[src/sv/asc_pkg.sv]
// ----------------------------------------------------------------------------
// asc_pkg
// Types and constants shared by the array subscript classifier.
// ----------------------------------------------------------------------------
package asc_pkg;

  localparam int MAX_LEN   = 4096;
  localparam int MAX_DEPTH = 255;

  localparam int POS_W   = $clog2(MAX_LEN);
  localparam int DEPTH_W = $clog2(MAX_DEPTH + 1);
  localparam int CNT_W   = POS_W + 1;
  localparam int OFS_W   = 12;

  localparam logic [7:0] CH_OPEN  = 8'h5B;  // '['
  localparam logic [7:0] CH_CLOSE = 8'h5D;  // ']'
  localparam logic [7:0] CH_DOT   = 8'h2E;  // '.'
  localparam logic [7:0] CH_SPACE = 8'h20;  // ' '
  localparam logic [7:0] CH_ZERO  = 8'h30;  // '0'
  localparam logic [7:0] CH_NINE  = 8'h39;  // '9'
  localparam logic [7:0] CH_NUL   = 8'h00;

  typedef enum logic [1:0] {
    TYPE_INVALID = 2'd0,
    TYPE_NUMBER  = 2'd1,
    TYPE_IDENT   = 2'd2
  } id_type_t;

  typedef enum logic [2:0] {
    CLS_NONE    = 3'd0,
    CLS_NUMERIC = 3'd1,
    CLS_SPACE   = 3'd2,
    CLS_DOT     = 3'd3,
    CLS_OTHER   = 3'd4
  } char_class_t;

  typedef struct packed {
    logic       start_scan;
    logic [7:0] char_byte;
  } asc_in_t;

  typedef struct packed {
    logic [1:0]       id_type;
    logic [OFS_W-1:0] start_offset;
    logic [OFS_W-1:0] end_offset;
  } asc_out_t;

  // Outcome of one processed byte
  typedef struct packed {
    logic     emit;
    asc_out_t res;
  } asc_step_t;

endpackage

[src/sv/asc_core.sv]
// ----------------------------------------------------------------------------
// asc_core
// Scan state and per-byte update; reports a classification when a scan ends.
// ----------------------------------------------------------------------------
module asc_core (
  input  logic             clk,
  input  logic             rst_n,
  input  logic             step,
  input  asc_pkg::asc_in_t req,
  output asc_pkg::asc_step_t outcome
);
  import asc_pkg::*;

  logic                active_r, active_nxt;
  logic                lead_r, lead_nxt;
  logic [DEPTH_W-1:0]  depth_r, depth_nxt;
  logic [POS_W-1:0]    pos_r, pos_nxt;
  logic [POS_W-1:0]    word_start_r, word_start_nxt;
  logic [POS_W-1:0]    last_ns_r, last_ns_nxt;
  logic [POS_W-1:0]    start_pos_r, start_pos_nxt;
  logic                have_ns_r, have_ns_nxt;
  logic [1:0]          num_runs_r, num_runs_nxt;
  logic [CNT_W-1:0]    word_cnt_r, word_cnt_nxt;
  logic [CNT_W-1:0]    dot_cnt_r, dot_cnt_nxt;
  logic                saw_nonnum_r, saw_nonnum_nxt;
  logic                can_ident_r, can_ident_nxt;
  char_class_t         prev_cls_r, prev_cls_nxt;

  logic [7:0]     c;
  logic [POS_W-1:0] p;
  logic           skip;
  logic           fin;
  id_type_t       fin_type;
  logic           is_digit;

  assign c        = req.char_byte;
  assign is_digit = (c >= CH_ZERO) && (c <= CH_NINE);

  always_comb begin
    active_nxt     = active_r;
    lead_nxt       = lead_r;
    depth_nxt      = depth_r;
    pos_nxt        = pos_r;
    word_start_nxt = word_start_r;
    last_ns_nxt    = last_ns_r;
    start_pos_nxt  = start_pos_r;
    have_ns_nxt    = have_ns_r;
    num_runs_nxt   = num_runs_r;
    word_cnt_nxt   = word_cnt_r;
    dot_cnt_nxt    = dot_cnt_r;
    saw_nonnum_nxt = saw_nonnum_r;
    can_ident_nxt  = can_ident_r;
    prev_cls_nxt   = prev_cls_r;
    skip           = 1'b0;
    fin            = 1'b0;
    fin_type       = TYPE_INVALID;

    // a new scan drops whatever was running
    if (req.start_scan) begin
      active_nxt     = 1'b1;
      lead_nxt       = 1'b1;
      depth_nxt      = '0;
      pos_nxt        = '0;
      word_start_nxt = '0;
      last_ns_nxt    = '0;
      start_pos_nxt  = '0;
      have_ns_nxt    = 1'b0;
      num_runs_nxt   = '0;
      word_cnt_nxt   = CNT_W'(1);
      dot_cnt_nxt    = '0;
      saw_nonnum_nxt = 1'b0;
      can_ident_nxt  = 1'b1;
      prev_cls_nxt   = CLS_NONE;
    end

    p = pos_nxt;

    if (active_nxt) begin
      if (lead_nxt) begin
        if (c == CH_SPACE) begin
          skip = 1'b1;
        end else begin
          lead_nxt       = 1'b0;
          start_pos_nxt  = p;
          word_start_nxt = p;
        end
      end

      if (!skip) begin
        if (c == CH_NUL) begin
          fin = 1'b1;
        end else if (c == CH_OPEN) begin
          if (depth_nxt == DEPTH_W'(MAX_DEPTH)) fin = 1'b1;
          else depth_nxt = depth_nxt + 1'b1;
        end else if (c == CH_CLOSE) begin
          if (depth_nxt == '0) begin
            fin = 1'b1;
            if (!have_ns_nxt || (last_ns_nxt < start_pos_nxt)) begin
              fin_type = TYPE_INVALID;
            end else if (num_runs_nxt == 2'd1 && word_cnt_nxt == CNT_W'(1) &&
                         !saw_nonnum_nxt) begin
              fin_type = TYPE_NUMBER;
            end else if (can_ident_nxt &&
                         ({1'b0, dot_cnt_nxt} + 1'b1) == {1'b0, word_cnt_nxt}) begin
              fin_type = TYPE_IDENT;
            end
          end else begin
            depth_nxt   = depth_nxt - 1'b1;
            last_ns_nxt = p;
            have_ns_nxt = 1'b1;
          end
        end else if (depth_nxt == '0) begin
          if ((prev_cls_nxt == CLS_SPACE || prev_cls_nxt == CLS_DOT) &&
              c != CH_SPACE) begin
            word_start_nxt = p;
          end
          if (c != CH_SPACE) begin
            last_ns_nxt = p;
            have_ns_nxt = 1'b1;
          end

          if (is_digit) begin
            if (p == word_start_nxt) can_ident_nxt = 1'b0;
            if (prev_cls_nxt != CLS_NUMERIC) begin
              prev_cls_nxt = CLS_NUMERIC;
              if (num_runs_nxt != 2'd3) num_runs_nxt = num_runs_nxt + 1'b1;
            end
          end else if (c == CH_SPACE) begin
            prev_cls_nxt = CLS_SPACE;
          end else if (c == CH_DOT) begin
            if (prev_cls_nxt == CLS_DOT) begin
              fin = 1'b1;
            end else begin
              prev_cls_nxt = CLS_DOT;
              dot_cnt_nxt  = dot_cnt_nxt + 1'b1;
            end
          end else begin
            if (prev_cls_nxt == CLS_SPACE || prev_cls_nxt == CLS_DOT)
              word_cnt_nxt = word_cnt_nxt + 1'b1;
            prev_cls_nxt   = CLS_OTHER;
            saw_nonnum_nxt = 1'b1;
          end
        end
      end

      // length limit: last offset must close the scan
      if (!fin) begin
        if (p == POS_W'(MAX_LEN - 1)) fin = 1'b1;
        else pos_nxt = p + 1'b1;
      end

      if (fin) active_nxt = 1'b0;
    end
  end

  always_comb begin
    outcome              = '0;
    outcome.emit         = active_nxt == 1'b0 && fin;
    outcome.res.id_type  = fin_type;
    if (fin_type != TYPE_INVALID) begin
      outcome.res.start_offset = OFS_W'(start_pos_nxt);
      outcome.res.end_offset   = OFS_W'(last_ns_nxt);
    end
  end

  always_ff @(posedge clk) begin
    if (!rst_n) begin
      active_r     <= 1'b0;
      lead_r       <= 1'b0;
      depth_r      <= '0;
      pos_r        <= '0;
      word_start_r <= '0;
      last_ns_r    <= '0;
      start_pos_r  <= '0;
      have_ns_r    <= 1'b0;
      num_runs_r   <= '0;
      word_cnt_r   <= '0;
      dot_cnt_r    <= '0;
      saw_nonnum_r <= 1'b0;
      can_ident_r  <= 1'b0;
      prev_cls_r   <= CLS_NONE;
    end else if (step) begin
      active_r     <= active_nxt;
      lead_r       <= lead_nxt;
      depth_r      <= depth_nxt;
      pos_r        <= pos_nxt;
      word_start_r <= word_start_nxt;
      last_ns_r    <= last_ns_nxt;
      start_pos_r  <= start_pos_nxt;
      have_ns_r    <= have_ns_nxt;
      num_runs_r   <= num_runs_nxt;
      word_cnt_r   <= word_cnt_nxt;
      dot_cnt_r    <= dot_cnt_nxt;
      saw_nonnum_r <= saw_nonnum_nxt;
      can_ident_r  <= can_ident_nxt;
      prev_cls_r   <= prev_cls_nxt;
    end
  end

endmodule

[src/sv/array_subscript_classifier.sv]
// ----------------------------------------------------------------------------
// array_subscript_classifier
// Byte-stream classifier for the text inside a bracketed subscript.
// ----------------------------------------------------------------------------
//  channel | direction | payload                                   | handshake
//  in_     | input     | start_scan, char_byte                     | valid/ready
//  out_    | output    | id_type, start_offset, end_offset         | valid/ready
//
// One byte per cycle sustained while no result is pending; the byte that ends
// a scan passes the input register, and its result then the result register.
// The per-byte update is combinational against the scan state registers.
// A pending result holds the input register; in_ready drops only then.
// rst_n is synchronous and clears the valid flags and the scan state.
module array_subscript_classifier (
  input  logic               clk,
  input  logic               rst_n,
  input  logic               in_valid,
  output logic               in_ready,
  input  asc_pkg::asc_in_t   in_data,
  output logic               out_valid,
  input  logic               out_ready,
  output asc_pkg::asc_out_t  out_data
);
  import asc_pkg::*;

  logic      req_valid_r;
  asc_in_t   req_r;
  logic      out_valid_r;
  asc_out_t  out_data_r;
  logic      out_free;
  logic      step;
  asc_step_t outcome;

  assign out_free = !out_valid_r || out_ready;
  assign step     = req_valid_r && out_free;
  assign in_ready = !req_valid_r || step;

  asc_core u_core (
    .clk     (clk),
    .rst_n   (rst_n),
    .step    (step),
    .req     (req_r),
    .outcome (outcome)
  );

  always_ff @(posedge clk) begin
    if (!rst_n) begin
      req_valid_r <= 1'b0;
    end else if (in_ready) begin
      req_valid_r <= in_valid;
    end
  end

  always_ff @(posedge clk) begin
    if (in_valid && in_ready) req_r <= in_data;
  end

  always_ff @(posedge clk) begin
    if (!rst_n) begin
      out_valid_r <= 1'b0;
    end else if (out_free) begin
      out_valid_r <= step && outcome.emit;
    end
  end

  always_ff @(posedge clk) begin
    if (step && outcome.emit) out_data_r <= outcome.res;
  end

  assign out_valid = out_valid_r;
  assign out_data  = out_data_r;

endmodule
[config.mk]
export PLATFORM = sky130hd
export DESIGN_NAME = array_subscript_classifier
export DESIGN_NICKNAME = d
export VERILOG_FILES = /design/src/sv/asc_pkg.sv /design/src/sv/asc_core.sv /design/src/sv/array_subscript_classifier.sv
export SDC_FILE = /design/constraint.sdc
export NUM_CORES = 1
export LEC_CHECK = 0
export ABC_AREA = 1
export ABC_CLOCK_PERIOD_IN_PS = 7300
export BUFFER_PORTS_ARGS = -buffer_cell sky130_fd_sc_hd__clkbuf_2
export CORE_MARGIN = 5
export CORE_UTILIZATION = 50
export CTS_BUF_LIST = sky130_fd_sc_hd__clkbuf_4
export DETAILED_ROUTE_END_ITERATION = 10
export PLACE_DENSITY = 0.64
export SKIP_LAST_GASP = 1
export SYNTH_ARGS = -nofsm -noshare
export SYNTH_HDL_FRONTEND = slang
export SYNTH_HIERARCHICAL = 1
export SYNTH_SLANG_ARGS = --single-unit
[constraint.sdc]
create_clock -name clk -period 7.3 [get_ports clk]
set_input_delay 1.46 -clock clk [delete_from_list [all_inputs] [get_ports clk]]
set_output_delay 1.46 -clock clk [all_outputs]
set_load 0.02 [all_outputs]
# Yosys cells after proc, flatten, opt, wreduce, memory -nomap -nowiden
# Cells that the tools add are included.
[word_totals]
inputBits = 13
ff_bits = 129
wordCells = 214
[classes]
n_lt_le_gt_ge = 3
reduce_logical = 20
bitwise_logic = 1
n_eq_ne = 15
addsub = 7
muxes = 147
[ops]
columns = ["op", "count"]
rows = [
  ["$mux 12", 34],
  ["$mux 13", 22],
  ["$mux 8", 8],
  ["$mux 1", 52],
  ["$mux 2", 19],
  ["$mux 3", 12],
  ["$add 13x1->13 const B", 2],
  ["$eq 8x6->1 const B", 2],
  ["$eq 8x7->1 const B", 2],
  ["$logic_not 8->1", 2],
  ["$add 13x1->14 const B", 1],
  ["$eq 14x13->1", 1],
  ["$eq 13x1->1 const B", 1],
  ["$add 12x1->12 const B", 1],
  ["$eq 12x12->1", 1],
  ["$eq 12x12->1 const B", 1],
  ["$lt 12x12->1", 1],
  ["$logic_and 1x1->1", 9],
  ["$add 8x1->8 const B", 1],
  ["$eq 8x8->1 const B", 1],
  ["$ge 8x6->1 const B", 1],
  ["$le 8x6->1 const B", 1],
  ["$ne 8x6->1 const B", 1],
  ["$sub 8x1->8 const B", 1],
  ["9 further kinds", 16],
]

# Logic depth before layout (Yosys ltp)
[depth]
ltp_word = 20
depth_mapped = 20

# Modules after synthesis
# The synthesis kept the hierarchy.
[by_module_without_submodules]
columns = ["module", "area_each_um2", "instances", "cells_per_inst", "seq_area_each_um2"]
rows = [
  ["asc_core", 7482.2, 1, 1276, 1841.8],
  ["array_subscript_classifier", 1158.6, 1, 52, 1091.0],
]

# Least setup slack after synthesis
# No wires, ideal clock.
[synth_path]
path_kind = "flip-flop to flip-flop"
start = "register req_r[8] (netlist bit)"
end = "register out_data_r, in the netlist out_data[0] (enable)"
required_ns = 6.858
t_arrival_ns = 4.006
path_stages_with_launch = 17
setup_slack_ns = 2.853
synth_period_minus_slack_ns = 4.447
cell_sequence = "edfxtp_1 inv_2 buf_2 buf_4 nand2_1 inv_1 ha_1 nand3_1 nor3_2 nand2_1 nor2_1 nor2_1 nand4_2 inv_1 nor2_1 inv_1 nor3_1"
[synth_lines]
columns = ["element", "line", "rtl"]
rows = [
  ["start, declared", "array_subscript_classifier.sv:27", "asc_in_t req_r;"],
  ["start signal, assigned", "array_subscript_classifier.sv:55", "if (in_valid && in_ready) req_r <= in_data;"],
  ["end signal, assigned", "array_subscript_classifier.sv:67", "if (step && outcome.emit) out_data_r <= outcome.res;"],
  ["end, declared", "array_subscript_classifier.sv:29", "asc_out_t out_data_r;"],
]

# Worst setup path after layout
[layout_path]
start = "register req_r[4] (netlist bit)"
end = "register out_data_r, in the netlist out_data[7] (data pin)"
[layout_between]
elab_chain_cells = 14
[layout_rtl]
columns = ["element", "line", "rtl"]
rows = [
  ["$eq 8x6->1", "asc_core.sv:80", "if (c == CH_SPACE) begin"],
  ["$mux 12", "asc_core.sv:80", ""],
  ["$mux 12", "asc_core.sv:79", "if (lead_nxt) begin"],
  ["$mux 12", "asc_core.sv:78", "if (active_nxt) begin"],
  ["$lt 12x12->1", "asc_core.sv:98", "if (!have_ns_nxt || (last_ns_nxt < start_pos_nxt)) begin"],
  ["$logic_or 1x1->1", "asc_core.sv:98", ""],
  ["$mux 2", "asc_core.sv:98", ""],
  ["$mux 2", "asc_core.sv:96", "if (depth_nxt == '0) begin"],
  ["$mux 2", "asc_core.sv:95", "end else if (c == CH_CLOSE) begin"],
  ["$mux 2", "asc_core.sv:92", "end else if (c == CH_OPEN) begin"],
  ["$mux 2", "asc_core.sv:90", "if (c == CH_NUL) begin"],
  ["$mux 2", "asc_core.sv:89", "if (!skip) begin"],
  ["$mux 2", "asc_core.sv:78", ""],
  ["$reduce_bool 2->1", "asc_core.sv:160", "if (fin_type != TYPE_INVALID) begin"],
]
# Several ways; a longest one is shown, not always the timed one. The select of a mux whose other input is x is not followed.
# A chain may end at the register's enable or synchronous reset.

==> summary.md <==
| Metric | Value |
|---|---|
| Initial DRC Count | 809 |
| CTS Root Buffer Type | clkbuf_4 |
| Cell Count, Final, Fillers Out | 1,579 |
| Seq cells post-synth | 129 |
| Post-DR vias/cell | 5.62 |
| Number of buffers added by the clock tree synthesis step | 17 |
| Total Power Consumption | 1.49 mW |
| Library cell occupying the most area in the post-synthesis netlist | dfxtp_1 |
| Overall overflow remaining after global route | 0 |
| Residual DRC | 0 |
| Worst-case headroom to the max-slew limit | 0.318 |
| Busiest metal layer after global routing | met2 |
| Global-route met1 utilization | 0.343 |
| Area of all placed cells without fillers | between 0.009 and 0.01 mm^2 |
| Detailed-route wire length | 25.7 mm |
| Clock slew seen by the registers of the worst setup and hold paths | 0.14 ns |
| Antenna viol nets, final | 0 |
| Min-delay worst type | flop to flop |
| Count of final hold-check violations | 0 |
| Required time worst endpoint | 7.71 ns |
| Fraction of met2 tracks used by global routing | 0.418 |
| Kind of start point of the critical path | flop |
| Core Util, Final | 0.540 |
| Global-route met3 utilization | 0.0485 |
| Worst-path fanout max | 27 |
| Timing-limited maximum frequency | 231 MHz |
| Leakage dissipation | 3.83 nW |
| Final weighted congestion in routability-driven placement | 0.923 |
| Area of the die | 0.0200 mm^2 |
| Gate count of the mapped netlist | 1,328 |
| Worst ir drop on vdd | approximately 0.12 mV |
| Hold WS | 0.475 ns |
| Wire length of the first global-routing pass | 41.3 mm |
| Total Negative Setup Slacks | 0 ns |
| CTS sink count | 129 |
| Class of the most critical setup path | flop to flop |
| Initial antenna violation count | 1 |
| Router iterations before antenna repair | 7 |
| Standard cell core area | ~0.017 mm^2 |
| Placement-stage cell area | 0.00894 mm^2 |
| Port-buffer cells | 40 |
| Max H-tree Level | 4 |
| Total of max-cap violations | 0 |
| Y dimension of the die | around 140 um |
| Total number of vias | 8,873 |
| Effective utilization at floorplan | 0.505 |
| DP HPWL | 18.1 mm |
| Clock insertion delay at the later pin of the skew report | 0.56 ns |
| Die boundary width | 141 um |
| # Post-CTS Setup Buffers | 0 |
| Clock skew | roughly 0.018 ns |
| Total Routing Usage GR | 0.257 |
| Count of pins on the block boundary | 41 |
| P&R area growth vs syn | 6.95% |
| Quantity of hold-fixing buffers added after cts | 0 |
| Synthesized area per cell | 6.51 um^2 |
| Fraction of the yosys area taken by sequential cells | 0.339 |
| Unrepaired setup endpoints after global routing | no |
| Data arrival, critical path | approximately 4.7 ns |
| TritonCTS clock tree | done |
| Number of gates given a new drive strength after cts | 0 |
| Crit path time final | between 4 and 5 ns |
| Slew Viols, Final | 0 |
| Number of nets in the synthesized netlist | 1,359 |
| Yosys top cell area share | 0.218 |
| Power per Cell Area | 161 mW/mm^2 |
| Leading post-synthesis cells by cell area | dfxtp_1 22%, nand2_1 13%, edfxtp_1 12% |
| Max Root-Sink Buffers | 2 |
| Area of the mapped netlist | 0.00864 mm^2 |
| Number of warnings reported in the yosys synthesis log | 6 |
| Count of nets after finishing | about 1,400 |
| Layout cells sized above 1 | 0.107 |
| Transition time of the tightest slew-check pin | 1.02 ns |
| Number of unique standard cell types used by synthesis | 48 |
| Run status | finished clean |
| Worst setup EP type | flop |
| Portion of the clock cycle consumed by the worst path in the final layout | 0.592 |
| Largest net degree at the start of global routing | 53 |
| # placed instances | 1,546 |
| Setup violation total in the final timing report | 0 |
| Wirelength per Cell | about 16 um |
| Pre-CTS setup slack | 3.10 ns |
| Site Rows | 48 |
| Post-layout worst setup margin | 2.97 ns |
| Number of global-route vias before repair | approximately 8,000 |
[layer usage]
layer  vias to the layer above  routed length, um
met5                         -                  0
met2                       338              12000
met1                      4073              11500
met4                         0                621
met3                        56               1680
li1                       4406                  -
[flip-flops by register name, summed over array words and instances (netlist names), 2 cells and up]
| name | flops |
|---|---|
| u_core/pos_r | 12 |
| u_core/start_pos_r | 12 |
| out_data | 26 |
| u_core/dot_cnt_r | 13 |
| u_core/word_start_r | 12 |
| u_core/word_cnt_r | 13 |
| u_core/num_runs_r | 2 |
| req_r | 9 |
| u_core/last_ns_r | 12 |
| u_core/prev_cls_r | 3 |
| u_core/depth_r | 8 |
[area by class of cell]
cell class              count  area [um^2]
diodes                      1         2.50
clock buffers              17          128
clock inverters            15          174
fillers                  1747         7880
inverters                 200          752
multi-input cells         939         4670
flip-flops and latches    129         2930
well taps                 225          282
repair buffers             53          298
[kinds of logic (layout without fill, tap and decap cells)]
family,count (synthesis),in the layout,synth area share
other,0,1,0
buffers and inverters,260,285,0.121
AOI/OAI and AO/OA,300,300,0.195
DFF,129,129,0.339
xor gates and xnor gates,7,7,0.00710
and+or+nand+nor,614,614,0.311
adders and majority gates,18,18,0.0261
[Yosys cell counts (all sizes together)]
library cell and instances:
a21boi 2, a21oi 127, a221oi 2, a31oi 7, buf 22, clkbuf 38, clkinv 2, dfxtp 94
edfxtp 35, ha 18, inv 198, nand2 313, nand3 77, nand3b 1, nand4 37, nor2 144
nor3 24, nor3b 4, nor4 11, o2111ai 3, o211ai 20, o21a 1, o21ai 130, o21bai 3
o221a 1, o221ai 1, o22ai 2, o311ai 1, or2 3, xnor2 1, xor2 6
[worst max-delay path: stages, from the launching register on]
cell and delay (ns):
edfxtp_1 0.46, inv_1 0.08, nand2_1 0.05, nor2_1 0.17
nand2_1 0.25, nand2_1 0.63, inv_2 0.34, o21ai_0 0.36
inv_1 0.08, ha_1 0.28, nand2_1 0.07, o21a_1 0.19
o221a_2 0.22, a21oi_1 0.24, nand2_2 0.44, a21oi_2 0.28
[layout by cell type, fill, tap and decap left out, drive strengths merged, types with 3 or more instances in the layout]
cell,count
nor3b,4
nor2,144
clkbuf,57
or2,3
inv,204
o2111ai,3
a21oi,127
o21bai,3
a31oi,7
dfxtp,94
buf,13
edfxtp,35
ha,18
nand3,77
nand2,313
o211ai,20
nand4,37
nor4,11
o21ai,130
nor3,24
xor2,6
clkinv,8
[path summary, 6_finish.rpt]
kind,from,end,slack (ns),cells past startpoint
max reg2reg,req_r[4],out_data[7],2.97,15
max,req_r[4],out_data[7],2.97,15
min reg2reg,u_core/last_ns_r[0],u_core/last_ns_r[0],0.47,2
min,u_core/last_ns_r[0],u_core/last_ns_r[0],0.47,2
[where the power goes]
group	switching, mW	internal [mW]	leakage (nW)
combinational	0.142	0.0529	2.63
sequential	0.0123	0.751	1.04
clock	0.315	0.213	0.161
(Power assumes the default switching activity.)
